--- config.mk ---
export PLATFORM = sky130hd
export DESIGN_NAME = pbsc_front
export DESIGN_NICKNAME = d
export VERILOG_FILES = /design/src/design/pitch_bin_shift_and_correct_assert.svh /design/src/design/pbsc_pkg.sv /design/src/design/pbsc_front.sv
export SDC_FILE = /design/constraint.sdc
export NUM_CORES = 1
export LEC_CHECK = 0
export BUFFER_PORTS_ARGS = -buffer_cell sky130_fd_sc_hd__buf_4
export CAP_MARGIN = 20
export CORE_ASPECT_RATIO = 0.5
export CORE_MARGIN = 1
export CORE_UTILIZATION = 30
export CTS_CLUSTER_SIZE = 8
export DETAILED_ROUTE_END_ITERATION = 6
export SLEW_MARGIN = 40
export SYNTH_ARGS = -nofsm -noshare
export SYNTH_HDL_FRONTEND = slang
export SYNTH_SLANG_ARGS = --single-unit
export TNS_END_PERCENT = 30
--- constraint.sdc ---
create_clock -name i_clk -period 9.4 [get_ports i_clk]
set_input_delay 0.94 -clock i_clk [delete_from_list [all_inputs] [get_ports i_clk]]
set_output_delay 0.94 -clock i_clk [all_outputs]
set_load 0.01 [all_outputs]
--- src/design/pitch_bin_shift_and_correct_assert.svh ---
// assertion macros shared by the pitch bin shift and correct design
// no dependencies
`ifndef PITCH_BIN_SHIFT_AND_CORRECT_ASSERT_SVH
`define PITCH_BIN_SHIFT_AND_CORRECT_ASSERT_SVH

// same cycle implication
`define PBSC_ASSERT_NOW(lbl, clk, rst_n, ante, cons, msg) \
    lbl: assert property (@(posedge clk) disable iff (!rst_n) (ante) |-> (cons)) \
        else $error(msg);

// next cycle implication
`define PBSC_ASSERT_NEXT(lbl, clk, rst_n, ante, cons, msg) \
    lbl: assert property (@(posedge clk) disable iff (!rst_n) (ante) |=> (cons)) \
        else $error(msg);

`endif

--- src/design/pbsc_pkg.sv ---
// shared constants, types and tables for the pitch bin shift and correct design
// no dependencies
package pbsc_pkg;

    localparam int PITCH_BINS      = 448;
    localparam int BINS_PER_OCTAVE = 96;
    // bins per semitone, a power of two
    localparam int SEMI            = BINS_PER_OCTAVE / 12;
    localparam int SEMI_LOG2       = $clog2(SEMI);
    localparam int GRID_SHIFT      = 16 + SEMI_LOG2;
    localparam int HALF_GRID       = SEMI * 32768;
    localparam int SH_MULT         = BINS_PER_OCTAVE * 256 / 12;

    localparam int XW          = 9;
    localparam int TW          = 32;
    localparam int CW          = 16;
    localparam int EW          = 30;
    localparam int LOG_STAGES  = 16;
    localparam int EXP_STAGES  = 16;
    localparam int MIN_MAG     = 7;
    localparam int P_FULL      = 65530;

    typedef enum logic [2:0] {
        REG_AVG      = 3'd0,
        REG_GAIN     = 3'd1,
        REG_SHIFT    = 3'd2,
        REG_STRENGTH = 3'd3,
        REG_CURVE    = 3'd4
    } t_reg_idx;

    typedef enum logic {
        DIV_IDLE,
        DIV_RUN
    } t_div_state;

    typedef struct packed {
        logic signed [CW-1:0] c;
        logic                 neg;
        logic                 zero;
        logic                 corr;
        logic [XW-1:0]        res_nc;
    } t_side;

    // q16 values of 2^(-2^-(idx+1))
    function automatic logic [15:0] exp2_tab(input logic [3:0] idx);
        logic [15:0] v;
        case (idx)
            4'd0:    v = 16'd46341;
            4'd1:    v = 16'd55109;
            4'd2:    v = 16'd60097;
            4'd3:    v = 16'd62757;
            4'd4:    v = 16'd64132;
            4'd5:    v = 16'd64830;
            4'd6:    v = 16'd65182;
            4'd7:    v = 16'd65359;
            4'd8:    v = 16'd65447;
            4'd9:    v = 16'd65492;
            4'd10:   v = 16'd65514;
            4'd11:   v = 16'd65525;
            4'd12:   v = 16'd65530;
            4'd13:   v = 16'd65533;
            4'd14:   v = 16'd65535;
            default: v = 16'd65535;
        endcase
        return v;
    endfunction

endpackage

--- src/design/pbsc_front.sv ---
// front stages: target pitch, grid point, distance and normalized magnitude
// depends on pbsc_pkg
module pbsc_front
    import pbsc_pkg::*;
(
    input  logic                 i_clk,
    input  logic                 i_rst_n,
    input  logic                 i_en,
    input  logic                 i_valid,
    input  logic [XW-1:0]        i_source_pitch,
    input  logic [15:0]          i_avg,
    input  logic signed [15:0]   i_gain,
    input  logic signed [13:0]   i_shift,
    input  logic                 i_curve,
    input  logic                 i_corr,
    input  logic                 i_p_hi,
    output logic                 o_valid,
    output t_side                o_side,
    output logic [16:0]          o_mant,
    output logic [4:0]           o_msb
);

    logic [15:0]          avg_sat;
    logic [23:0]          avg8;
    logic signed [13:0]   sh_sat;
    logic signed [TW-1:0] shterm;

    logic                 r_v1, r_v2, r_v3, r_v4, r_v5;
    logic signed [26:0]   r_diff, n_diff;
    logic signed [42:0]   r_prod, n_prod;
    logic signed [42:0]   rnd;
    logic signed [TW-1:0] r_t, n_t;
    logic signed [TW-1:0] r_t4;
    logic signed [CW-1:0] r_c, n_c;
    logic signed [15:0]   res_w;
    logic [XW-1:0]        r_res_nc, n_res_nc;
    logic signed [TW-1:0] nd;
    logic [TW-1:0]        mag_w;
    logic [16:0]          mag;
    logic [4:0]           msb;
    t_side                r_side, n_side;
    logic [16:0]          r_mant, n_mant;
    logic [4:0]           r_msb;

    assign avg_sat = (i_avg > 16'd32768) ? 16'd32768 : i_avg;
    assign avg8    = {avg_sat, 8'b0};
    assign sh_sat  = (i_shift > 14'sd6144) ? 14'sd6144 :
                     (i_shift < -14'sd6144) ? -14'sd6144 : i_shift;
    assign shterm  = TW'(sh_sat) * TW'(SH_MULT);

    assign n_diff = $signed({2'b0, i_source_pitch, 16'b0}) - $signed({3'b0, avg8});
    assign n_prod = 43'(r_diff) * 43'(i_gain);
    assign rnd    = (r_prod + 43'sd2048) >>> 12;
    assign n_t    = $signed(TW'({8'b0, avg8})) + TW'(rnd) + shterm;

    always_comb begin
        if (i_curve) begin
            n_c = CW'(((r_t + TW'(HALF_GRID)) >>> GRID_SHIFT) <<< 1);
        end else begin
            n_c = CW'(((r_t >>> GRID_SHIFT) <<< 1) + TW'(1));
        end
        res_w = 16'((r_t + TW'(32768)) >>> 16);
        if (res_w < 16'sd1) begin
            n_res_nc = XW'(1);
        end else if (res_w > 16'(PITCH_BINS - 1)) begin
            n_res_nc = XW'(PITCH_BINS - 1);
        end else begin
            n_res_nc = res_w[XW-1:0];
        end
    end

    always_comb begin
        nd    = ((r_t4 <<< 1) >>> SEMI_LOG2) - (TW'(r_c) <<< 16);
        mag_w = nd[TW-1] ? TW'(-nd) : TW'(nd);
        mag   = mag_w[16:0];
        msb   = '0;
        for (int i = 0; i < 17; i++) begin
            if (mag[i]) begin
                msb = 5'(i);
            end
        end
        n_mant        = 17'(mag << (5'd16 - msb));
        n_side.c      = r_c;
        n_side.neg    = nd[TW-1];
        n_side.zero   = i_curve ? ((mag == 17'd0) || i_p_hi) : (mag < 17'(MIN_MAG));
        n_side.corr   = i_corr;
        n_side.res_nc = r_res_nc;
    end

    always_ff @(posedge i_clk) begin
        if (!i_rst_n) begin
            r_v1 <= 1'b0;
            r_v2 <= 1'b0;
            r_v3 <= 1'b0;
            r_v4 <= 1'b0;
            r_v5 <= 1'b0;
        end else if (i_en) begin
            r_v1 <= i_valid;
            r_v2 <= r_v1;
            r_v3 <= r_v2;
            r_v4 <= r_v3;
            r_v5 <= r_v4;
        end
        if (i_en) begin
            r_diff   <= n_diff;
            r_prod   <= n_prod;
            r_t      <= n_t;
            r_t4     <= r_t;
            r_c      <= n_c;
            r_res_nc <= n_res_nc;
            r_side   <= n_side;
            r_mant   <= n_mant;
            r_msb    <= msb;
        end
    end

    assign o_valid = r_v5;
    assign o_side  = r_side;
    assign o_mant  = r_mant;
    assign o_msb   = r_msb;

endmodule

==> impl_results.md, run 1 <==
* Fill cells at 7445
* Setup ws final at 2.14 ns
* Initial Utilization at 0.304
* CP bufs+invs at 4
* Total GRT Usage at 0.142
* Vias in the first global route at 16200
* Fmax at 0.138 GHz
* CTS clock-pin slew for the worst setup and hold paths at 0.08 ns
* Final Core Density at 0.337
* Post-Syn Area at 22200 um2
* Most numerous cell in the Yosys netlist: inv_1
* PortBufs at 112
* Final hold violations at 0
* Crit path required time at 9.61 ns
* Synth Warn # at 0
* Setup CP Type: in -> reg
* Crit share post-route at 0.772
* Tightest Hold Check Type: reg -> reg
* Final GP Congestion at 0.902
* Die Wd at 387 um
* Core outline area at 73200 um2
* Maximum fanout along the worst path at 15
* CTS Buffer Depth at 2
* CTS tree: built
* Slew @ Worst Pin at 0.867 ns
* Synth area leaders: fa_1, edfxtp_1, ha_1
* DR DRC count at 0
* Ys async rst share at 0
* Largest net degree at the start of global routing at 101
* Std-Cell Rows at 70
* Setup TNS at 0 ns
* Hold_buf cts at 0
* Worst R2R Start: r_diff[12]$_DFFE_PP_
* Crit-path most repeated cell: fa_1
* Library cells used by synthesis at 86
* H-tree depth at 4
* WP data arrival at 7.47 ns
* Syn nets at 2760
* Gr ovfl total at 0
* Worst-case clock skew at 0.0136 ns
* Fin nets at 2822
* Number of DRC markers in iteration 0 at 912
* Dpl ws at 1.63 ns
* Die height at 194 um
* Register area share after synthesis at 0.246
* Fin. max-slew vios at 0
* Yosys top cell by area: fa_1
* Pre-antenna DRT Iters at 6
* Clock sinks at 184
* CTS root buf: clkbuf_16
* Post-DP HPWL at 41600 um
* Critical Path End Type: flop
* Crit path max-delay family: adder cells
* Status: finished clean
* Min-Delay Startpoint: r_res_nc[0]$_SDFFCE_PP1P_
* Layout cells sized above 1 at 0.0829
* Max-slew headroom at 0.422
* IO Pins at 113
* Syn_area_per_cell at 9.91 um2
* First-pass GRT wire length at 85200 um
* WL/cell at 15.8 um
* RSZ-0062 raised after global routing: no
* Setup-failing EPs final at 0
* Drt via density at 4.68
* Worst Setup Start Kind: input port
* Worst-skew pair later-pin latency at 0.45 ns
* Post-CTS sizing at 0
* Crit. Startpoint: i_gain[15]
* DIE AREA at 75300 um2
* Post-layout min period at 7.26 ns
* Layout area overhead at 11.1%
* Register bit total from synthesis at 184
* Total Wirelength at 52000 um
* Setup Buffers After CTS at 0
* Max_cap viols at 0
* Cells along the critical path: buf_4, inv_1, nor2_1, fa_1, fa_1, fa_1, fa_1, fa_1, inv_1, fa_1, inv_1, ha_1, a21o_1, a21oi_1, o21ai_0, a21o_1, o21ai_1, nor2_1, a31o_2, o41a_1, a41oi_1, a21oi_1, xnor2_1
* Slowest stage delay, CP at 0.54 ns
* Via count at 15400
* Primary FF master, synth: edfxtp_1
* Slowest CP cell: fa_1
* Cell count after synthesis at 2242
* Hold Slack at 0.417 ns
* Remaining antenna violation count after routing at 0
* Synth cell count leaders: inv_1, fa_1, nand2_1
* CTS buffer count at 17
* Synth top area share at 0.281
* EDFF count, synth at 179
* Initial antenna violation count at 3
[routing by layer]
layer,vias to the layer above,GRT usage,share of wire
met4,2,0.0452,0.026
met3,64,0.0176,0.036
met5,-,0,0.00017
met2,286,0.252,0.50
met1,7692,0.178,0.44
li1,7366,-,-
[logic make-up after synthesis]
kind of cell / after synthesis / synth area share
buf+inv: 504 / 0.0875
fa+ha+maj: 456 / 0.362
compound gates: 256 / 0.0818
flops: 184 / 0.246
mux: 28 / 0.0163
simple gates: 682 / 0.154
xor+xnor: 132 / 0.0520
[sequential cells by signal, summed over array words and instances (netlist names)]
| signal | cells |
|---|---|
| r_prod | 31 |
| r_t | 30 |
| r_t4 | 29 |
| o_side | 26 |
| r_diff | 18 |
| o_mant | 17 |
| r_c | 14 |
| r_res_nc | 9 |
| o_msb | 5 |
| o_valid | 1 |
| r_v1 | 1 |
| r_v2 | 1 |
| r_v3 | 1 |
| r_v4 | 1 |
[final timing paths]
path	to	slack, ns	cells past startpoint
max	r_prod[40]$_DFFE_PP_	2.14	23
min	o_side[0]$_DFFE_PP_	0.42	0
max reg2reg	r_prod[40]$_DFFE_PP_	2.17	23
min reg2reg	o_side[0]$_DFFE_PP_	0.42	0
[layout make-up]
class / instances / area, um2 / share of cell area
well taps: 972 / 1220 / 0.0493
inverters: 429 / 1610 / 0.0652
multi-input cells: 1554 / 14800 / 0.600
diodes: 3 / 7.51 / 0.000304
repair buffers: 118 / 935 / 0.0379
clock buffers: 17 / 425 / 0.0172
flip-flops and latches: 184 / 5480 / 0.222
clock inverters: 15 / 211 / 0.00856
[per-stage QoR]
| stage | cell area, um2 | cells |
|---|---|---|
| floorplan | 22200 | 2242 |
| global placement | 24000 | 3253 |
| detailed placement | 24000 | 3254 |
| CTS | 24600 | 3286 |
| global route | 24700 | 3291 |
| finish | 24700 | 3292 |
[layout by cell type, fill, tap and decap left out, types with 40 or more instances in the layout]
master    instances
nor2_1          102
ha_1            144
nor3_1           40
edfxtp_1        179
xor2_1           48
buf_4           112
o21ai_0          40
a21oi_1          55
inv_1           428
fa_1            312
nand2_1         246
xnor2_1          84
and2_1          132
Power of run 1 is not shown: default switching activity piles up to over one toggle a cycle in this logic, so the estimate is an artifact.
==> run 2: changes to the inputs <==
- clock period: 9.4 -> 6.56 ns (I/O delays scaled with it)
==> impl_results.md, run 2 (same netlist as run 1, synthesis figures left out) <==
* Status: finished clean
* Fin nets at 2944 (+4.3%)
* DR DRC count at 0 (unchanged)
* R2R setup slack at 0.21 ns (-1.96 ns)
* WP data arrival at 6.54 ns (-0.93 ns)
* Layout area overhead at 16.6%
* Layout cells sized above 1 at 0.144 (+0.0611)
* Post-layout min period at 6.35 ns
* CTS clock-pin slew for the worst setup and hold paths at 0.08 ns (about the same)
* Gr ovfl total at 0 (unchanged)
* Fill cells at 7351 (-1.3%)
* Die height at 194 um (unchanged)
* Critical Path End Type: flop
* Core outline area at 73200 um2 (unchanged)
* Setup-failing EPs final at 0 (unchanged)
* Post-Layout Inst Area at 25900 um2 (+5.0%)
* Maximum fanout along the worst path at 9 (-6)
* Largest register FFs at 31 (unchanged)
* Most common cell after layout, fill and taps aside: inv_1
* Pre-antenna DRT Iters at 5 (-1)
* Min-Delay Startpoint: i_corr
* Fin. max-slew vios at 0 (unchanged)
* Top reg by flops: r_prod
* Reg2reg end: r_prod[38]$_DFFE_PP_
* Final Core Density at 0.354 (+0.0168)
* H-tree depth at 4 (unchanged)
* Die Wd at 387 um (unchanged)
* Crit-path most repeated cell: fa_1
* Ant. Diodes at 0 (-3)
* Setup CP Type: reg -> reg
* Clock sinks at 184 (unchanged)
* Initial Utilization at 0.304 (unchanged)
* Crit share post-route at 0.967
* Slowest stage delay, CP at 0.57 ns (+0.03 ns)
* Worst R2R Start: r_diff[10]$_DFFE_PP_
* Crit path required time at 6.75 ns (-2.86 ns)
* Most frequent cells in the layout: inv_1, fa_1, nand2_1
* Reg2reg path depth at 22 (-4.3%)
* Initial antenna violation count at 0 (-3)
* Fmax at 0.158 GHz
* CTS Buffer Depth at 2 (unchanged)
* Final GP Congestion at 0.875 (-3.0%)
* Slew @ Worst Pin at 0.761 ns (-0.106 ns)
* Largest net degree at the start of global routing at 84 (-17%)
* First-pass GRT wire length at 84800 um (-0.50%)
* Worst-skew pair later-pin latency at 0.45 ns (about the same)
* Hold_buf cts at 0 (unchanged)
* Slowest CP cell: fa_1
* DIE AREA at 75300 um2 (unchanged)
* Cells along the critical path: buf_12, buf_4, and2_1, fa_1, fa_1, fa_1, fa_1, fa_1, inv_1, fa_1, inv_1, ha_4, a21oi_2, buf_4, nand2_1, o21ai_2, nor2_1, a31o_2, o41a_1, a41oi_2, nand2b_1, xor2_1
* Final hold violations at 0 (unchanged)
* PortBufs at 112 (unchanged)
* Max-slew headroom at 0.493 (+0.0705)
* Worst-case clock skew at 0.0102 ns (-0.00340 ns)
* Crit. Startpoint: r_diff[10]$_DFFE_PP_
* Largest regs: r_prod (31), r_t (30), r_t4 (29)
* CTS buffer count at 17 (unchanged)
* Critical Path End: r_prod[38]$_DFFE_PP_
* Number of DRC markers in iteration 0 at 1076 (+18%)
* WL/cell at 15.4 um (-2.6%)
* Remaining antenna violation count after routing at 0 (unchanged)
* CTS tree: built
* Tightest Hold Check Type: in -> reg
* Via count at 15700 (+2.0%)
* IO Pins at 113 (unchanged)
* Placed cell area at 24900 um2 (+4.0%)
* Vias in the first global route at 16200 (+0.23%)
* Total Wirelength at 52400 um (+0.86%)
* Max_cap viols at 0 (unchanged)
* Total GRT Usage at 0.140 (-0.00152)
* Worst Setup Start Kind: flop
* Drt via density at 4.61 (-1.6%)
* CTS root buf: clkbuf_16
* Post-DP HPWL at 42900 um (+3.2%)
* Std-Cell Rows at 70 (unchanged)
==> run 2: cell types whose count changed in the layout (fill, tap and decap cells not counted), sizes merged <==
cell / delta
inv: -2
clkinvlp: +1
diode: -3
buf: +121
clkbuf: +1
==> run 2: layer usage <==
metal | vias to the layer above | track usage | part of all wire
li1 | 7608 | - | -
met1 | 7729 | 0.185 | 0.46
met2 | 324 | 0.246 | 0.49
met3 | 53 | 0.0159 | 0.035
met4 | 0 | 0.0301 | 0.016
met5 | - | 0 | 0
==> run 2: worst max-delay path, delay by kind of cell (launching register included) <==
family / cells / cell delay (ns)
buffers and inverters: 5 / 0.57
adders and majority gates: 7 / 3.32
AOI/OAI and AO/OA: 5 / 1.23
DFF: 1 / 0.42
xor gates and xnor gates: 1 / 0.15
and+or+nand+nor: 4 / 0.39
==> run 2: area by class of cell <==
cell class / count / area (um2) / area share
tap: 972 / 1220 / 0.0469
timing repair buffer: 240 / 2030 / 0.0785
inverter: 429 / 1610 / 0.0621
clock inverter: 14 / 140 / 0.00541
sequential: 184 / 5480 / 0.211
multi-input combinational: 1554 / 15000 / 0.579
clock buffer: 17 / 425 / 0.0164
==> run 2: how the worst min path moves through the flow <==
| stage | cells past startpoint | to |
|---|---|---|
| detailed placement | 0 | r_t4[9]$_DFFE_PP_ |
| finish | 1 | o_side[9]$_DFFE_PP_ |
| CTS | 1 | o_side[9]$_DFFE_PP_ |
| global route | 1 | o_side[9]$_DFFE_PP_ |
| global placement | 0 | o_side[4]$_DFFE_PP_ |
| floorplan | 0 | o_side[0]$_DFFE_PP_ |
==> run 2: timing repair <==
| action | 4_1_cts | 5_1_grt |
|---|---|---|
| endpoints found under the hold margin | 0 | 0 |
| gates resized for setup | 1 | 49 |
| gates cloned | 0 | 1 |
| setup endpoints to repair | 4 | 8 |
| buffers inserted | 1 | 20 |
| pin swaps | 0 | 52 |
==> run 2: per-stage QoR <==
step | setup slack (ns) | TNS, ns | instances | hold WS (ns)
6_report | 0.213 | 0 | 3410 | 0.387
5_1_grt | -0.00136 | -0.00136 | 3410 | 0.369
4_1_cts | 0.0176 | 0 | 3390 | 0.368
2_1_floorplan | 0.0372 | 0 | 2242 | 0.400
3_5_place_dp | -0.204 | -0.937 | 3358 | 0.406
3_3_place_gp | -0.195 | -0.869 | 3358 | 0.406
Power of run 2 is left out for the same reason.
==> run 3: changes to the inputs <==
- CELL_PAD_IN_SITES_DETAIL_PLACEMENT: not set -> 0
- CELL_PAD_IN_SITES_GLOBAL_PLACEMENT: not set -> 2
- PLACE_DENSITY_LB_ADDON: not set -> 0.1
==> impl_results.md, run 3 (same netlist as run 1, synthesis figures left out) <==
* Status: finished clean
* Maximum fanout along the worst path at 5 (-4)
* Slew @ Worst Pin at 0.774 ns (+0.0131 ns)
* RSZ-0062 raised after global routing: yes
* CTS clock-pin slew for the worst setup and hold paths at 0.09 ns (about the same)
* DIE AREA at 75300 um2 (unchanged)
* Most frequent cells in the layout: inv_1, fa_1, nand2_1
* Largest register FFs at 31 (unchanged)
* Critical Path End Type: flop
* Non-filler cells, final at 3444 (+1.0%)
* Wl on met1 at 32000 um (+34%)
* CTS tree: built
* Crit path required time at 6.76 ns (about the same)
* Fin. max-slew vios at 0 (unchanged)
* Total GRT Usage at 0.163 (+0.0225)
* Dpl cells at 3398 (+1.2%)
* CTS Buffer Depth at 2 (unchanged)
* Fin nets at 2975 (+1.1%)
* Remaining antenna violation count after routing at 0 (unchanged)
* Clock sinks at 184 (unchanged)
* Layout area overhead at 18.5%
* R2R setup slack at 0.18 ns (-0.03 ns)
* Initial Utilization at 0.304 (unchanged)
* Reg2reg path depth at 25 (+14%)
* Most common cell after layout, fill and taps aside: inv_1
* CTS buffer count at 17 (unchanged)
* Post-layout min period at 6.38 ns (+0.0304 ns)
* Via count at 15500 (-1.5%)
* CTS root buf: clkbuf_16
* Largest regs: r_prod (31), r_t (30), r_t4 (29)
* WP data arrival at 6.58 ns (+0.04 ns)
* Final hold violations at 0 (unchanged)
* Post-Layout Inst Area at 26300 um2 (+1.6%)
* Gr ovfl total at 0 (unchanged)
* Crit. Startpoint: r_diff[15]$_DFFE_PP_
* Critical Path End: r_prod[38]$_DFFE_PP_
* Tightest Hold Check Type: in -> reg
* Hold depth at 1 (unchanged)
* Die Wd at 387 um (unchanged)
* Layout cells sized above 1 at 0.159 (+0.0151)
* Fill cells at 7535 (+2.5%)
* Placed cell area at 25300 um2 (+1.3%)
* First-pass GRT wire length at 94900 um (+12%)
* Final Core Density at 0.360 (+0.00566)
* Worst R2R Start: r_diff[15]$_DFFE_PP_
* Worst-case clock skew at 0.0221 ns (+0.0119 ns)
* Drt via density at 4.50 (-2.4%)
* Setup-failing EPs final at 0 (unchanged)
* Core outline area at 73200 um2 (unchanged)
* Worst-skew pair later-pin latency at 0.47 ns (+0.02 ns)
* Max_cap viols at 0 (unchanged)
* Met2 WL post-DR at 26000 um (+1.2%)
* Setup CP Type: reg -> reg
* Worst Setup Start Kind: flop
* PortBufs at 112 (unchanged)
* Std-Cell Rows at 70 (unchanged)
* Uppermost layer routed: met4
* Crit share post-route at 0.972 (+0.00464)
* IO Pins at 113 (unchanged)
* Top reg by flops: r_prod
* Min-Delay Startpoint: i_corr
* Setup TNS at 0 ns (unchanged)
* Max-slew headroom at 0.484 (-0.00875)
* Vias in the first global route at 16400 (+1.0%)
* Largest net degree at the start of global routing at 91 (+8.3%)
* Die height at 194 um (unchanged)
* Reg2reg end: r_prod[38]$_DFFE_PP_
* Initial antenna violation count at 3 (+3)
* Met3 WL post-DR at 1380 um (-26%)
* DR DRC count at 0 (unchanged)
* WL/cell at 17.4 um (+13%)
* Pre-antenna DRT Iters at 7 (+2)
* Fmax at 0.157 GHz (-0.48%)
* Final GP Congestion at 0.787 (-10%)
* Post-DP HPWL at 49900 um (+16%)
* Total Wirelength at 60000 um (+14%)
* Number of DRC markers in iteration 0 at 884 (-18%)
* H-tree depth at 4 (unchanged)
## run 3: worst min path at each step
stage          slack, ns             endpoint
3_3_place_gp        0.40   r_t4[10]$_DFFE_PP_
4_1_cts             0.33  o_side[9]$_DFFE_PP_
2_1_floorplan       0.40  o_side[0]$_DFFE_PP_
3_5_place_dp        0.40   r_t4[10]$_DFFE_PP_
5_1_grt             0.33  o_side[9]$_DFFE_PP_
6_report            0.36  o_side[9]$_DFFE_PP_
## run 3: final cells by class
| cell class | instances | area, um2 | share of cell area |
|---|---|---|---|
| clock inverters | 15 | 206 | 0.00784 |
| flip-flops and latches | 184 | 5480 | 0.208 |
| repair buffers | 271 | 2340 | 0.0888 |
| multi-input cells | 1554 | 15100 | 0.572 |
| diodes | 2 | 5.00 | 0.000190 |
| clock buffers | 17 | 425 | 0.0162 |
| well taps | 972 | 1220 | 0.0462 |
| inverters | 429 | 1610 | 0.0612 |
## run 3: timing repair
item                       in CTS  in global routing
hold buffers                    0                  0
gates cloned                    0                  4
setup buffers                   2                  8
resized for setup               9                 52
pin swaps                      15                 52
setup endpoints to repair       5                  9
## run 3: routing by layer
metal / global-route usage / vias to the layer above
met4: 0.0280 / 0
met2: 0.255 / 148
met3: 0.0163 / 27
li1: - / 7670
met1: 0.244 / 7639
met5: 0 / -
## run 3: critical path, stage by stage, from the launching register on
cell and delay (ns):
edfxtp_1 0.45, buf_6 0.16, clkbuf_16 0.15, and2_4 0.16
fa_2 0.55, inv_1 0.05, fa_2 0.42, fa_2 0.38
fa_1 0.52, inv_2 0.05, fa_1 0.53, inv_1 0.05
fa_1 0.53, inv_1 0.04, ha_1 0.19, a21o_1 0.19
a21oi_2 0.17, o21ai_1 0.08, a21o_1 0.17, o21ai_2 0.07
nor2_1 0.06, a31o_2 0.25, o41a_1 0.38, a41oi_2 0.26
nand2b_1 0.09, xor2_1 0.15
## run 3: through the flow
stage                     setup slack [ns]  hold slack, ns
after floorplan                     0.0372           0.400
after global placement              -0.234           0.401
after detailed placement            -0.319           0.405
after CTS                          0.00817           0.328
after global routing               -0.0148           0.330
final                                0.183           0.362
Power of run 3 is left out for the same reason.
