==> src/design/pitch_bin_shift_and_correct_assert.svh <==
// assertion macros shared by the pitch bin shift and correct design
// no dependencies
`ifndef PITCH_BIN_SHIFT_AND_CORRECT_ASSERT_SVH
`define PITCH_BIN_SHIFT_AND_CORRECT_ASSERT_SVH

// same cycle implication
`define PBSC_ASSERT_NOW(lbl, clk, rst_n, ante, cons, msg) \
    lbl: assert property (@(posedge clk) disable iff (!rst_n) (ante) |-> (cons)) \
        else $error(msg);

// next cycle implication
`define PBSC_ASSERT_NEXT(lbl, clk, rst_n, ante, cons, msg) \
    lbl: assert property (@(posedge clk) disable iff (!rst_n) (ante) |=> (cons)) \
        else $error(msg);

`endif

==> src/design/pbsc_pkg.sv <==
// shared constants, types and tables for the pitch bin shift and correct design
// no dependencies
package pbsc_pkg;

    localparam int PITCH_BINS      = 448;
    localparam int BINS_PER_OCTAVE = 96;
    // bins per semitone, a power of two
    localparam int SEMI            = BINS_PER_OCTAVE / 12;
    localparam int SEMI_LOG2       = $clog2(SEMI);
    localparam int GRID_SHIFT      = 16 + SEMI_LOG2;
    localparam int HALF_GRID       = SEMI * 32768;
    localparam int SH_MULT         = BINS_PER_OCTAVE * 256 / 12;

    localparam int XW          = 9;
    localparam int TW          = 32;
    localparam int CW          = 16;
    localparam int EW          = 30;
    localparam int LOG_STAGES  = 16;
    localparam int EXP_STAGES  = 16;
    localparam int MIN_MAG     = 7;
    localparam int P_FULL      = 65530;

    typedef enum logic [2:0] {
        REG_AVG      = 3'd0,
        REG_GAIN     = 3'd1,
        REG_SHIFT    = 3'd2,
        REG_STRENGTH = 3'd3,
        REG_CURVE    = 3'd4
    } t_reg_idx;

    typedef enum logic {
        DIV_IDLE,
        DIV_RUN
    } t_div_state;

    typedef struct packed {
        logic signed [CW-1:0] c;
        logic                 neg;
        logic                 zero;
        logic                 corr;
        logic [XW-1:0]        res_nc;
    } t_side;

    // q16 values of 2^(-2^-(idx+1))
    function automatic logic [15:0] exp2_tab(input logic [3:0] idx);
        logic [15:0] v;
        case (idx)
            4'd0:    v = 16'd46341;
            4'd1:    v = 16'd55109;
            4'd2:    v = 16'd60097;
            4'd3:    v = 16'd62757;
            4'd4:    v = 16'd64132;
            4'd5:    v = 16'd64830;
            4'd6:    v = 16'd65182;
            4'd7:    v = 16'd65359;
            4'd8:    v = 16'd65447;
            4'd9:    v = 16'd65492;
            4'd10:   v = 16'd65514;
            4'd11:   v = 16'd65525;
            4'd12:   v = 16'd65530;
            4'd13:   v = 16'd65533;
            4'd14:   v = 16'd65535;
            default: v = 16'd65535;
        endcase
        return v;
    endfunction

endpackage

==> src/design/pbsc_recip.sv <==
// serial restoring divider forming floor(2^32 / d) for the curve type 1 exponent
// depends on pbsc_pkg
module pbsc_recip
    import pbsc_pkg::*;
(
    input  logic          i_clk,
    input  logic          i_rst_n,
    input  logic          i_start,
    input  logic [16:0]   i_divisor,
    output logic          o_busy,
    output logic [EW-1:0] o_quot
);

    t_div_state    r_state, n_state;
    logic [5:0]    r_cnt, n_cnt;
    logic [17:0]   r_rem, n_rem;
    logic [EW-1:0] r_quot, n_quot;
    logic [16:0]   r_div, n_div;
    logic [17:0]   rem_sh;

    assign rem_sh = {r_rem[16:0], (r_cnt == 6'd32)};

    always_comb begin
        n_state = r_state;
        n_cnt   = r_cnt;
        n_rem   = r_rem;
        n_quot  = r_quot;
        n_div   = r_div;
        case (r_state)
            DIV_IDLE: begin
            end
            DIV_RUN: begin
                if (rem_sh >= {1'b0, r_div}) begin
                    n_rem  = rem_sh - {1'b0, r_div};
                    n_quot = {r_quot[EW-2:0], 1'b1};
                end else begin
                    n_rem  = rem_sh;
                    n_quot = {r_quot[EW-2:0], 1'b0};
                end
                if (r_cnt == 6'd0) begin
                    n_state = DIV_IDLE;
                end else begin
                    n_cnt = r_cnt - 6'd1;
                end
            end
            default: n_state = DIV_IDLE;
        endcase
        if (i_start) begin
            n_state = DIV_RUN;
            n_cnt   = 6'd32;
            n_rem   = '0;
            n_quot  = '0;
            n_div   = i_divisor;
        end
    end

    always_ff @(posedge i_clk) begin
        if (!i_rst_n) begin
            r_state <= DIV_IDLE;
            r_cnt   <= '0;
            r_quot  <= EW'(65536);
        end else begin
            r_state <= n_state;
            r_cnt   <= n_cnt;
            r_quot  <= n_quot;
        end
        r_rem <= n_rem;
        r_div <= n_div;
    end

    assign o_busy = (r_state == DIV_RUN);
    assign o_quot = r_quot;

endmodule

==> config.mk <==
export PLATFORM = sky130hd
export DESIGN_NAME = pbsc_recip
export DESIGN_NICKNAME = d
export VERILOG_FILES = /design/src/design/pitch_bin_shift_and_correct_assert.svh /design/src/design/pbsc_pkg.sv /design/src/design/pbsc_recip.sv
export SDC_FILE = /design/constraint.sdc
export NUM_CORES = 1
export LEC_CHECK = 0
export BUFFER_PORTS_ARGS = -buffer_cell sky130_fd_sc_hd__buf_2
export CORE_MARGIN = 2
export CORE_UTILIZATION = 57
export DETAILED_ROUTE_END_ITERATION = 10
export PLACE_DENSITY = 0.76
export REMOVE_ABC_BUFFERS = 1
export SKIP_LAST_GASP = 1
export SLEW_MARGIN = 10
export SYNTH_ARGS = -nofsm -noshare
export SYNTH_HDL_FRONTEND = slang
export SYNTH_SLANG_ARGS = --single-unit
export TNS_END_PERCENT = 20
==> constraint.sdc <==
create_clock -name i_clk -period 3.7 [get_ports i_clk]
set_input_delay 0.925 -clock i_clk [delete_from_list [all_inputs] [get_ports i_clk]]
set_output_delay 0.925 -clock i_clk [all_outputs]
set_load 0.02 [all_outputs]
==> results.txt, run 1 <==
The flow ran to the end, and the final reports show no timing, DRC or antenna violations. The tools report the number of buffers added for setup after CTS as 0. The cell count after synthesis came out at 378. The tools report the quantity of hold-fixing buffers added after cts as 0. The total count of hold-check failures in the final report is 0, and the total power density per cell area is 438 mW/mm². The smallest clock period supported by the final layout is computed as 3390 ps.

The die covers 0.00702 mm². The clock passes through at most 2 buffers. Summing all multi-input logic gate instances after layout gives 0.00186 mm². The cell area after synthesis is 0.00363 mm², and the worst hold slack is 501 ps. At the end of routability-driven placement, the weighted congestion stood at 0.840.

The critical path is of the reg2reg type. The worst clock skew was 10.0 ps. Post-CTS clock slew at the launch and capture registers of the worst setup and hold paths: 80 ps. CTS built an H-tree with a depth of 3. The top cell types in the final layout, fill and taps aside, are 55 x sky130_fd_sc_hd__nor2_1, 53 x sky130_fd_sc_hd__dfxtp_1, 50 x sky130_fd_sc_hd__buf_2, 33 x sky130_fd_sc_hd__mux2i_1, 21 x sky130_fd_sc_hd__inv_1.

The fraction of final layout cells sized beyond drive strength 1 is 0.201, and the length of the first detailed-routing pass in iterations is 4. The logs give 0.439 for the sequential element share of the synthesized area and 462 for the count of nets after finishing. The logs give 0.581 for the initial core utilization and 359 ps for the post-place setup slack. For the number of DRC markers after the initial detailed-route iteration, the log shows 143.

The via count normalized by instance count was 5.58; the unique cell type count in the Yosys netlist was 51. The die extent in x was 83.8 µm; the maximum number of pins on one net before global-route repair was 48. At the pin with the least slew margin, the transition time is 828 ps. After detailed routing, the number of remaining DRC violations is 0.

The insertion delay to the later sink of the worst-skew pair was 360 ps. Layout overhead on the synthesized area: 13.3%. The logs give 0 ps for the final-layout setup total negative slack and 3620 ps for the arrival time of the worst setup path. The tree is rooted in a sky130_fd_sc_hd__clkbuf_8. The run gives 0 as the max-capacitance violation count.

The sink count of the clock tree is 71, and the fraction of the cycle the final worst path needs is 0.917. TritonCTS built the clock tree. The HPWL after detailed placement is 4790 µm. After detailed placement, the design holds a cell count of 488.

The total chip power is 1.80 mW. Clock tree synthesis inserted a total of 9 buffers. The leakage power figure was 1.75 nW.

The worst min-delay path category is reg2reg. The floorplan has 29 rows. The number of gates resized after CTS was 0.

The floorplan step set the die height to 83.8 µm. The worst slew slack as a fraction of its limit came out at 0.448. In the post-route analysis, the smallest setup slack over all paths is 308 ps. The final route contains 2812 vias. Of all nets on the critical path, the largest fanout is 16. The synthesized design contains 17 enable-type register cells. The number of antenna violations at the first check in global routing is 0. The flop and latch count out of synthesis is 71. Data on the critical path is required at its endpoint by 3930 ps. The tools report the peak supply drop as 294 µV.

Dividing the synthesized area by the synthesized cell count gives 9.60 µm². The logs give 0 for the number of antenna cells inserted and 295 MHz for the maximum clock frequency. For the total number of yosys warnings, the log shows 0. Setup slack on the worst reg-to-reg path comes out at 310 ps.

The critical path capture point type was a register. Leaving out fill and tap cells, the most frequent cell in the layout is sky130_fd_sc_hd__nor2_1. In this run the remaining antenna-violating nets after routing total 0. Startpoint class of the critical path: a register. The total wire length after detailed routing is 7000 µm.

Setup repair after global routing left no endpoint under its margin. The total overflow left after global routing is 0. After detailed routing, the average wire length per cell comes to 13.9 µm.

The logs give 12000 µm for the first-pass GRT wire length and 0.00159 mm² for the combined flip-flop and latch cell area. Counting the fill cells in the layout gives 528. Overall routing resource usage: 0.209. The count of buffers added on input and output ports is 50. For this run, the leading register cell type out of synthesis is sky130_fd_sc_hd__dfxtp_1. The via count of the first global-routing pass is 2691. For this design the top-level I/O count stands at 51. Setup violations remaining at the end of the flow were counted as 0.

In this run the standard cell core region covers 0.00624 mm². The share of flip-flops with an asynchronous set or reset after synthesis came out at 0. The max-slew violation total from the final report was 0; the final cell count without fillers was 504.
[cells by family (layout without fill, tap and decap cells)]
kind of cell    count (synthesis)  in the layout  synth area share
mux                            33             33            0.0910
fa+ha+maj                      20             20            0.0710
buf+inv                        42             91            0.0497
compound gates                 73             73             0.143
xor+xnor                       17             17            0.0410
simple gates                  122            122             0.166
flops                          71             71             0.439
[power breakdown]
part / total, mW / internal, mW / switching, mW / leakage, nW
sequential: 0.850 / 0.827 / 0.0235 / 0.605
combinational: 0.301 / 0.129 / 0.172 / 1.04
clock: 0.651 / 0.333 / 0.318 / 0.107
[registers in the layout, summed over array words and instances, names as in the netlist]
signal	count
r_div	17
r_cnt	6
r_rem	17
o_quot	30
o_busy	1
[critical path, cell delays in order (launching register included)]
cell                        delay [ps]
sky130_fd_sc_hd__dfxtp_1           350
sky130_fd_sc_hd__nor3_1            330
sky130_fd_sc_hd__nand3_1           160
sky130_fd_sc_hd__ha_1              220
sky130_fd_sc_hd__inv_1              70
sky130_fd_sc_hd__fa_1              220
sky130_fd_sc_hd__a211oi_1          120
sky130_fd_sc_hd__o2111ai_1         250
sky130_fd_sc_hd__nand3_1           200
sky130_fd_sc_hd__a21oi_2           710
sky130_fd_sc_hd__buf_4             360
sky130_fd_sc_hd__mux2i_1           210
sky130_fd_sc_hd__a211oi_1           80
[per-stage QoR]
step | utilization | cell area [µm²]
floorplan | - | 3530
global placement | 0.626 | 3910
detailed placement | 0.626 | 3910
CTS | 0.659 | 4110
global route | 0.659 | 4110
finish | 0.659 | 4110
[path summary, 6_finish.rpt]
check,to,cells past startpoint,startpoint
max reg2reg,r_rem[3]$_SDFFE_PP0P_,12,r_cnt[2]$_SDFFE_PP0P_
min,o_quot[29]$_SDFFE_PP0P_,2,o_quot[29]$_SDFFE_PP0P_
max,r_rem[3]$_SDFFE_PP0P_,12,r_cnt[2]$_SDFFE_PP0P_
min reg2reg,o_quot[29]$_SDFFE_PP0P_,2,o_quot[29]$_SDFFE_PP0P_
[cell type report]
| class | instances | area share |
|---|---|---|
| Tap cell | 77 | 0.0234 |
| Multi-Input combinational cell | 265 | 0.452 |
| Clock buffer | 10 | 0.0335 |
| Timing Repair Buffer | 54 | 0.0681 |
| Clock inverter | 6 | 0.0161 |
| Sequential cell | 71 | 0.387 |
| Inverter | 21 | 0.0192 |
[synth_stat cells, types with 10 or more instances]
cell                        n  area (µm²)
sky130_fd_sc_hd__clkbuf_1  12        45.0
sky130_fd_sc_hd__o21ai_1   10        50.1
sky130_fd_sc_hd__a21oi_1   10        50.1
sky130_fd_sc_hd__nor2_1    55         206
sky130_fd_sc_hd__ha_1      19         238
sky130_fd_sc_hd__edfxtp_1  17         510
sky130_fd_sc_hd__inv_1     21        78.8
sky130_fd_sc_hd__dfxtp_1   54        1080
sky130_fd_sc_hd__nand2_1   15        56.3
sky130_fd_sc_hd__mux2i_1   33         330
[metal layers]
metal / vias to the layer above / global-route usage / part of all wire
met3: 11 / 0.0673 / 0.069
li1: 1430 / - / -
met1: 1287 / 0.271 / 0.47
met4: 0 / 0.0733 / 0.015
met5: - / 0 / 0
met2: 84 / 0.330 / 0.45
(Power assumes the default switching activity.)
==> run 2: changes to the inputs <==
--- a/config.mk
+++ b/config.mk
@@ -10,6 +10,7 @@
 export CORE_UTILIZATION = 57
 export DETAILED_ROUTE_END_ITERATION = 10
 export PLACE_DENSITY = 0.76
+export RECOVER_POWER = 50
 export REMOVE_ABC_BUFFERS = 1
 export SKIP_LAST_GASP = 1
 export SLEW_MARGIN = 10
==> results.txt, run 2 (synthesis results as in run 1) <==
The tools report the global-route congestion overflow total as 0 (unchanged). The library cells used most frequently in the layout, excluding fill and tap cells, are 55 x sky130_fd_sc_hd__nor2_1, 53 x sky130_fd_sc_hd__dfxtp_1, 33 x sky130_fd_sc_hd__mux2i_1, 28 x sky130_fd_sc_hd__buf_2, 23 x sky130_fd_sc_hd__clkbuf_1. The tools report the number of gates given a new drive strength after cts as 0 (unchanged). STA classifies the critical path endpoint as a register. The run gives 144 (+0.70%) as the number of DRC markers after the initial detailed-route iteration. The fraction of final layout cells sized beyond drive strength 1 was 0.148 (-0.0539); the length of the first detailed-routing pass in iterations was 4 (unchanged).

Total DRC errors in the routed layout: 0 (unchanged). The count of H-tree levels built during CTS is 3 (unchanged), and the peak supply drop is 296 µV (+0.48%). The tools report the final antenna-violating net count as 0 (unchanged). The switching share of total power came out at 0.285 (about the same). The root buffer cell chosen for the clock tree is sky130_fd_sc_hd__clkbuf_8. The hold path depth works out to 2 (unchanged).

The number of buffers on the longest clock path came out at 2 (unchanged). The max-slew violation total from the final report is 0 (unchanged), and the first-pass GRT wire length is 12000 µm (unchanged). The number of buffers added for setup after CTS is 0 (unchanged). Commonest non-fill, non-tap cell in the layout: sky130_fd_sc_hd__nor2_1. The total of endpoints with negative setup slack in the final report came out at 0 (unchanged). The min-delay analysis places its worst path in the category reg2reg.

For the relative contribution of sequential cells to total power, the log shows 0.472 (about the same). The number of antenna cells inserted came out at 0 (unchanged). The die area is 0.00702 mm² (unchanged), and the post-place setup slack is 359 ps (unchanged). The final non-filler cell area was 0.00408 mm² (-0.76%). The worst-case reg-to-reg path depth is 12 (unchanged), and the number of antenna violations at the first check in global routing is 0 (unchanged). The worst slew slack as a fraction of its limit came out at 0.448 (unchanged). The number of buffers added by the clock tree synthesis step is 9 (unchanged), and the number of top-level pins is 51 (unchanged). The count of nets after finishing is 462 (unchanged), and the clock network power share is 0.361 (about the same). The logs give 4790 µm (unchanged) for the half-perimeter wire length after detailed placement and 0.654 (-0.00501) for the final core area utilization. The final RePlAce weighted congestion is 0.840 (unchanged). The post-CTS clock slew at the launch and capture registers of the worst setup and hold paths is 80 ps (about the same), and the count of fill cells added during filler insertion is 544 (+3.0%). The leakage power figure is 1.65 nW (-5.8%). Internal power contribution: 1.29 mW (about the same). The die height came out at 83.8 µm (unchanged).

The sink count of the clock tree is 71 (unchanged), and the quantity of hold-fixing buffers added after cts is 0 (unchanged). The detailed-route via count is 2813 (+0.036%). The maximum clock frequency came out at 293 MHz (-0.58%).

The classification of the worst setup path was reg2reg. The via count of the first global-routing pass was 2691 (unchanged); the count of port buffers added during placement was 50 (unchanged). The number of flip-flops under the largest register name came out at 30 (unchanged). The maximum number of pins on one net before global-route repair is 48 (unchanged), and the total power density per cell area is 441 mW/mm² (+0.74%). The tools report the overall routing resource usage as 0.209 (unchanged). The run finished with clean final reports.

The highest fanout seen on the critical path works out to 16 (unchanged). The slew at the pin closest to its max-slew limit is 828 ps (+0.00119 ps). Via count normalized by instance count: 5.58 (about the same). The worst setup path is launched from a register. The worst clock skew is 10.1 ps (+0.0210 ps). The net switching component of the power was 513 µW (about the same); the layout overhead on the synthesized area was 12.5%. For the total chip power, the log shows 1.80 mW (about the same). TritonCTS built the clock tree.

For the initial core utilization, the log shows 0.581 (unchanged). The die extent in x was 83.8 µm (unchanged). The total count of hold-check failures in the final report is 0 (unchanged), and the relative contribution of combinational cells to total power is 0.167 (about the same). The fraction of the cycle the final worst path needs is 0.922 (+0.00532), and the floorplan row count is 29 (unchanged).

Setup repair after global routing left no endpoint under its margin. The post-detailed-placement cell area was 0.00391 mm² (unchanged). The required time at the worst-slack endpoint was 3910 ps (-20 ps). The tools report the insertion delay to the later sink of the worst-skew pair as 360 ps (about the same). The logs give 0 (unchanged) for the max-capacitance violation count and 0 ps (unchanged) for the final-layout setup total negative slack. Total wire length after detailed routing: 6970 µm (-0.44%). The arrival time of the worst setup path was 3620 ps (about the same). The final period demand of the worst path was 3410 ps (+19.7 ps). The setup slack of the critical path after layout was 289 ps (-19.7 ps). Post-detailed-route wirelength per cell: 13.8 µm (-0.44%). The run gives 0.00624 mm² (unchanged) as the placeable core region.
==> run 2: through the flow <==
step	hold WS, ps	cells
finish	504	504
global route	522	504
CTS	506	504
detailed placement	493	488
global placement	481	488
floorplan	466	357
==> run 2: worst paths after layout <==
kind	start	end	slack, ps
setup reg to reg	r_cnt[2]$_SDFFE_PP0P_	r_rem[3]$_SDFFE_PP0P_	290
hold / removal	o_quot[29]$_SDFFE_PP0P_	o_quot[29]$_SDFFE_PP0P_	500
setup / recovery	r_cnt[2]$_SDFFE_PP0P_	r_rem[3]$_SDFFE_PP0P_	290
hold reg to reg	o_quot[29]$_SDFFE_PP0P_	o_quot[29]$_SDFFE_PP0P_	500
==> run 2: metal layers <==
layer	GRT usage	vias to the layer above	part of all wire
li1	-	1430	-
met1	0.271	1288	0.47
met2	0.330	84	0.45
met3	0.0673	11	0.067
met4	0.0733	0	0.015
met5	0	-	0
==> run 2: final cells by class <==
class,count,area (µm²),area share
sequential,71,1590,0.390
timing repair buffer,54,249,0.0610
inverter,21,78.8,0.0193
tap,77,96.3,0.0236
multi-input combinational,265,1860,0.456
clock inverter,6,66.3,0.0162
clock buffer,10,138,0.0337
==> run 2: critical path, stage by stage, from the launching register on <==
cell and delay [ps]:
sky130_fd_sc_hd__dfxtp_1 350, sky130_fd_sc_hd__nor3_1 330, sky130_fd_sc_hd__nand3_1 160, sky130_fd_sc_hd__ha_1 220, sky130_fd_sc_hd__inv_1 70, sky130_fd_sc_hd__fa_1 220
sky130_fd_sc_hd__a211oi_1 120, sky130_fd_sc_hd__o2111ai_1 250, sky130_fd_sc_hd__nand3_1 200, sky130_fd_sc_hd__a21oi_2 710, sky130_fd_sc_hd__buf_4 360, sky130_fd_sc_hd__mux2i_1 210
sky130_fd_sc_hd__a211oi_1 80
==> run 2: power groups by stage <==
stage | logic [mW] | registers, mW | clock network (mW)
after CTS | 0.300 | 0.851 | 0.659
after floorplan | 0.218 | 0.876 | 0
after detailed placement | 0.296 | 0.868 | 0
after global routing | 0.335 | 0.856 | 0.687
final | 0.300 | 0.850 | 0.651
after global placement | 0.291 | 0.867 | 0
==> run 3: changes to the inputs <==
--- a/config.mk
+++ b/config.mk
@@ -6,10 +6,12 @@
 export NUM_CORES = 1
 export LEC_CHECK = 0
 export BUFFER_PORTS_ARGS = -buffer_cell sky130_fd_sc_hd__buf_2
+export CELL_PAD_IN_SITES_DETAIL_PLACEMENT = 0
+export CELL_PAD_IN_SITES_GLOBAL_PLACEMENT = 2
 export CORE_MARGIN = 2
-export CORE_UTILIZATION = 57
+export CORE_UTILIZATION = 36
 export DETAILED_ROUTE_END_ITERATION = 10
-export PLACE_DENSITY = 0.76
+export PLACE_DENSITY = 0.77
 export RECOVER_POWER = 50
 export REMOVE_ABC_BUFFERS = 1
 export SKIP_LAST_GASP = 1
==> results.txt, run 3 (synthesis results as in run 1) <==
The logs give 3340 µm (+6.5%) for the total met2 wirelength after detailed routing and 0.00186 mm² (unchanged) for the area of combinational cells with multiple inputs. The buffers plus inverters on the worst setup path was 3 (+1). The count of port buffers added during placement was 50 (unchanged); the sink count of the clock tree was 71 (unchanged).

The logs give 0 (unchanged) for the number of buffers added for setup after CTS and 0.424 (-0.230) for the final core area utilization. The worst-case reg-to-reg path depth was 13 (+1). The cell sitting at the root of the clock tree is a sky130_fd_sc_hd__clkbuf_8. The final cell count without fillers is 561 (+11%). Grouping stages by cell kind, the critical path spends the most delay in adder cells. The layout overhead on the synthesized area was 14.1%; the number of gates given a new drive strength after cts was 0 (unchanged).

Among all stages on the critical path, the largest delay is contributed by sky130_fd_sc_hd__fa_1. Classification of the worst setup path: reg2reg. The quantity of hold-fixing buffers added after cts was 0 (unchanged).

The number of DRC markers after the initial detailed-route iteration was 61 (-58%). The worst reg-to-reg setup slack came out at 740 ps (+450 ps). The critical path goes through inv_1, ha_1, nand3_1, ha_1, inv_1, fa_1, a211oi_1, o2111ai_1, nand3_1, a21oi_2, buf_4, and3_1, nor4_2.

TritonCTS built the clock tree. The highest routing layer actually used is met4. The hold path depth came out at 2 (unchanged).

The startpoint class of the critical path is a register. The post-detailed-placement cell area was 0.00399 mm² (+2.0%). For the count of fill cells added during filler insertion, the log shows 1031 (+90%). The run gives 0 (unchanged) as the total count of hold-check failures in the final report.

Total power density per cell area: 428 mW/mm² (-3.1%). The die area is 0.0109 mm² (+55%). The run gives 0.00414 mm² (+1.5%) as the final non-filler cell area. The number of flip-flops under the largest register name was 30 (unchanged). The combined flip-flop and latch cell area was 0.00159 mm² (unchanged); the required time at the worst-slack endpoint was 3960 ps (+50 ps). The die extent in x is 104 µm (+25%). The tools report the leakage power figure as 1.66 nW (+0.15%). In the layout the commonest cells are 55 x sky130_fd_sc_hd__nor2_1, 53 x sky130_fd_sc_hd__dfxtp_1, 33 x sky130_fd_sc_hd__mux2i_1, 29 x sky130_fd_sc_hd__buf_2, 24 x sky130_fd_sc_hd__clkbuf_1.

Leaving out fill and tap cells, the most frequent cell in the layout is sky130_fd_sc_hd__nor2_1. The fraction of the cycle the final worst path needs is 0.800 (-0.122), and the global-route congestion overflow total is 0 (unchanged). Total DRC errors in the routed layout: 0 (unchanged).

The tools report the initial core utilization as 0.371 (-0.210). The logs give 291 µV (-1.7%) for the peak supply drop and 5200 µm (+8.6%) for the half-perimeter wire length after detailed placement. Post-detailed-route wirelength per cell: 13.4 µm (-2.9%).

The final-layout setup total negative slack was 0 ps (unchanged); the met3 routed wirelength was 509 µm (+8.5%). The tools report the critical path capture point type as a register. Setup repair after global routing left no endpoint under its margin.

The post-CTS clock slew at the launch and capture registers of the worst setup and hold paths is 80 ps (about the same), and the count of nets after finishing is 463 (+0.22%). The via count of the first global-routing pass is 2785 (+3.5%). The slew at the pin closest to its max-slew limit is 1370 ps (+538 ps), and the final period demand of the worst path is 2960 ps (-451 ps). The maximum clock frequency is 338 MHz (+15%), and the worst clock skew is 10.7 ps (+0.674 ps). Length of the first detailed-routing pass in iterations: 4 (unchanged). The insertion delay to the later sink of the worst-skew pair is 350 ps (about the same), and the max-slew violation total from the final report is 0 (unchanged).

The total of endpoints with negative setup slack in the final report came out at 0 (unchanged). The overall routing resource usage was 0.148 (-0.0613); the total wire length after detailed routing was 7530 µm (+8.1%). Via count normalized by instance count: 4.89 (-12%). The highest fanout seen on the critical path is 19 (+3), and the worst slew slack as a fraction of its limit is 0.0887 (-0.359). The count of H-tree levels built during CTS was 3 (unchanged); the final RePlAce weighted congestion was 0.797 (-5.1%).

The tools report the maximum number of pins on one net before global-route repair as 51 (+6.3%). The stage delay of the slowest cell on the critical path was 420 ps (-290 ps). The min-delay analysis places its worst path in the category reg2reg.

Total routed wire length on the met1 layer: 3610 µm (+11%). The critical path depth in cells was 13 (+1). The number of buffers added by the clock tree synthesis step was 9 (unchanged); the number of buffers on the longest clock path was 2 (unchanged). The final antenna-violating net count came out at 0 (unchanged).

The placeable core region is 0.00977 mm² (+57%). The floorplan row count was 36 (+24%). The arrival time of the worst setup path was 3220 ps (-400 ps); the max-capacitance violation count was 0 (unchanged). The die height was 104 µm (+25%). The run finished with clean final reports. The number of antenna cells inserted was 0 (unchanged); the fraction of final layout cells sized beyond drive strength 1 was 0.147 (-0.000345). The run gives 13200 µm (+9.7%) as the first-pass GRT wire length. The number of top-level pins is 51 (unchanged), and the total instance count after detailed placement is 545 (+12%). Number of antenna violations at the first check in global routing: 0 (unchanged). The detailed-route via count was 2746 (-2.4%).
==> run 3: cell types whose count changed in the layout (fill, tap and decap cells not counted) <==
| cell | before | now |
|---|---|---|
| sky130_fd_sc_hd__inv_4 | 0 | 2 |
| sky130_fd_sc_hd__buf_2 | 28 | 29 |
| sky130_fd_sc_hd__clkbuf_1 | 23 | 24 |
| sky130_fd_sc_hd__clkbuf_2 | 0 | 1 |
| sky130_fd_sc_hd__clkbuf_8 | 10 | 9 |
| sky130_fd_sc_hd__clkinv_2 | 2 | 1 |
| sky130_fd_sc_hd__clkinv_4 | 1 | 0 |
| sky130_fd_sc_hd__inv_6 | 2 | 1 |
==> run 3: metrics by stage <==
step | setup WS [ps] | power (mW) | hold WS (ps)
after global routing | 400 | 1.88 | 531
after CTS | 725 | 1.81 | 497
after detailed placement | 740 | 1.17 | 477
after floorplan | 112 | 1.09 | 466
after global placement | 848 | 1.17 | 479
final | 740 | 1.77 | 493
==> run 3: cell type report <==
type | instances | area share
sequential | 71 | 0.385
multi-input combinational | 265 | 0.449
tap | 133 | 0.0402
inverter | 21 | 0.0190
timing repair buffer | 55 | 0.0616
clock inverter | 5 | 0.0136
clock buffer | 11 | 0.0317
==> run 3: path summary, 6_finish.rpt <==
path	from	to
worst max-delay path	r_cnt[0]$_SDFFE_PP0P_	r_rem[7]$_SDFFE_PP0P_
worst min-delay path	o_quot[29]$_SDFFE_PP0P_	o_quot[29]$_SDFFE_PP0P_
worst max register to register	r_cnt[0]$_SDFFE_PP0P_	r_rem[7]$_SDFFE_PP0P_
worst min register to register	o_quot[29]$_SDFFE_PP0P_	o_quot[29]$_SDFFE_PP0P_
==> run 3: worst min-delay path: stages (launching register included) <==
cell                      delay [ps]
sky130_fd_sc_hd__dfxtp_1         330
sky130_fd_sc_hd__mux2i_1          60
sky130_fd_sc_hd__nor2_1           70
==> run 3: where the power goes <==
group | total (mW) | switching, mW | internal (mW)
Sequential | 0.851 | 0.0235 | 0.827
Combinational | 0.301 | 0.173 | 0.128
Clock | 0.619 | 0.305 | 0.314
==> run 3: per-layer routing <==
metal | vias to the layer above | track usage
met1 | 1265 | 0.183
met5 | - | 0
met3 | 7 | 0.0633
met4 | 0 | 0.0347
met2 | 53 | 0.238
li1 | 1421 | -
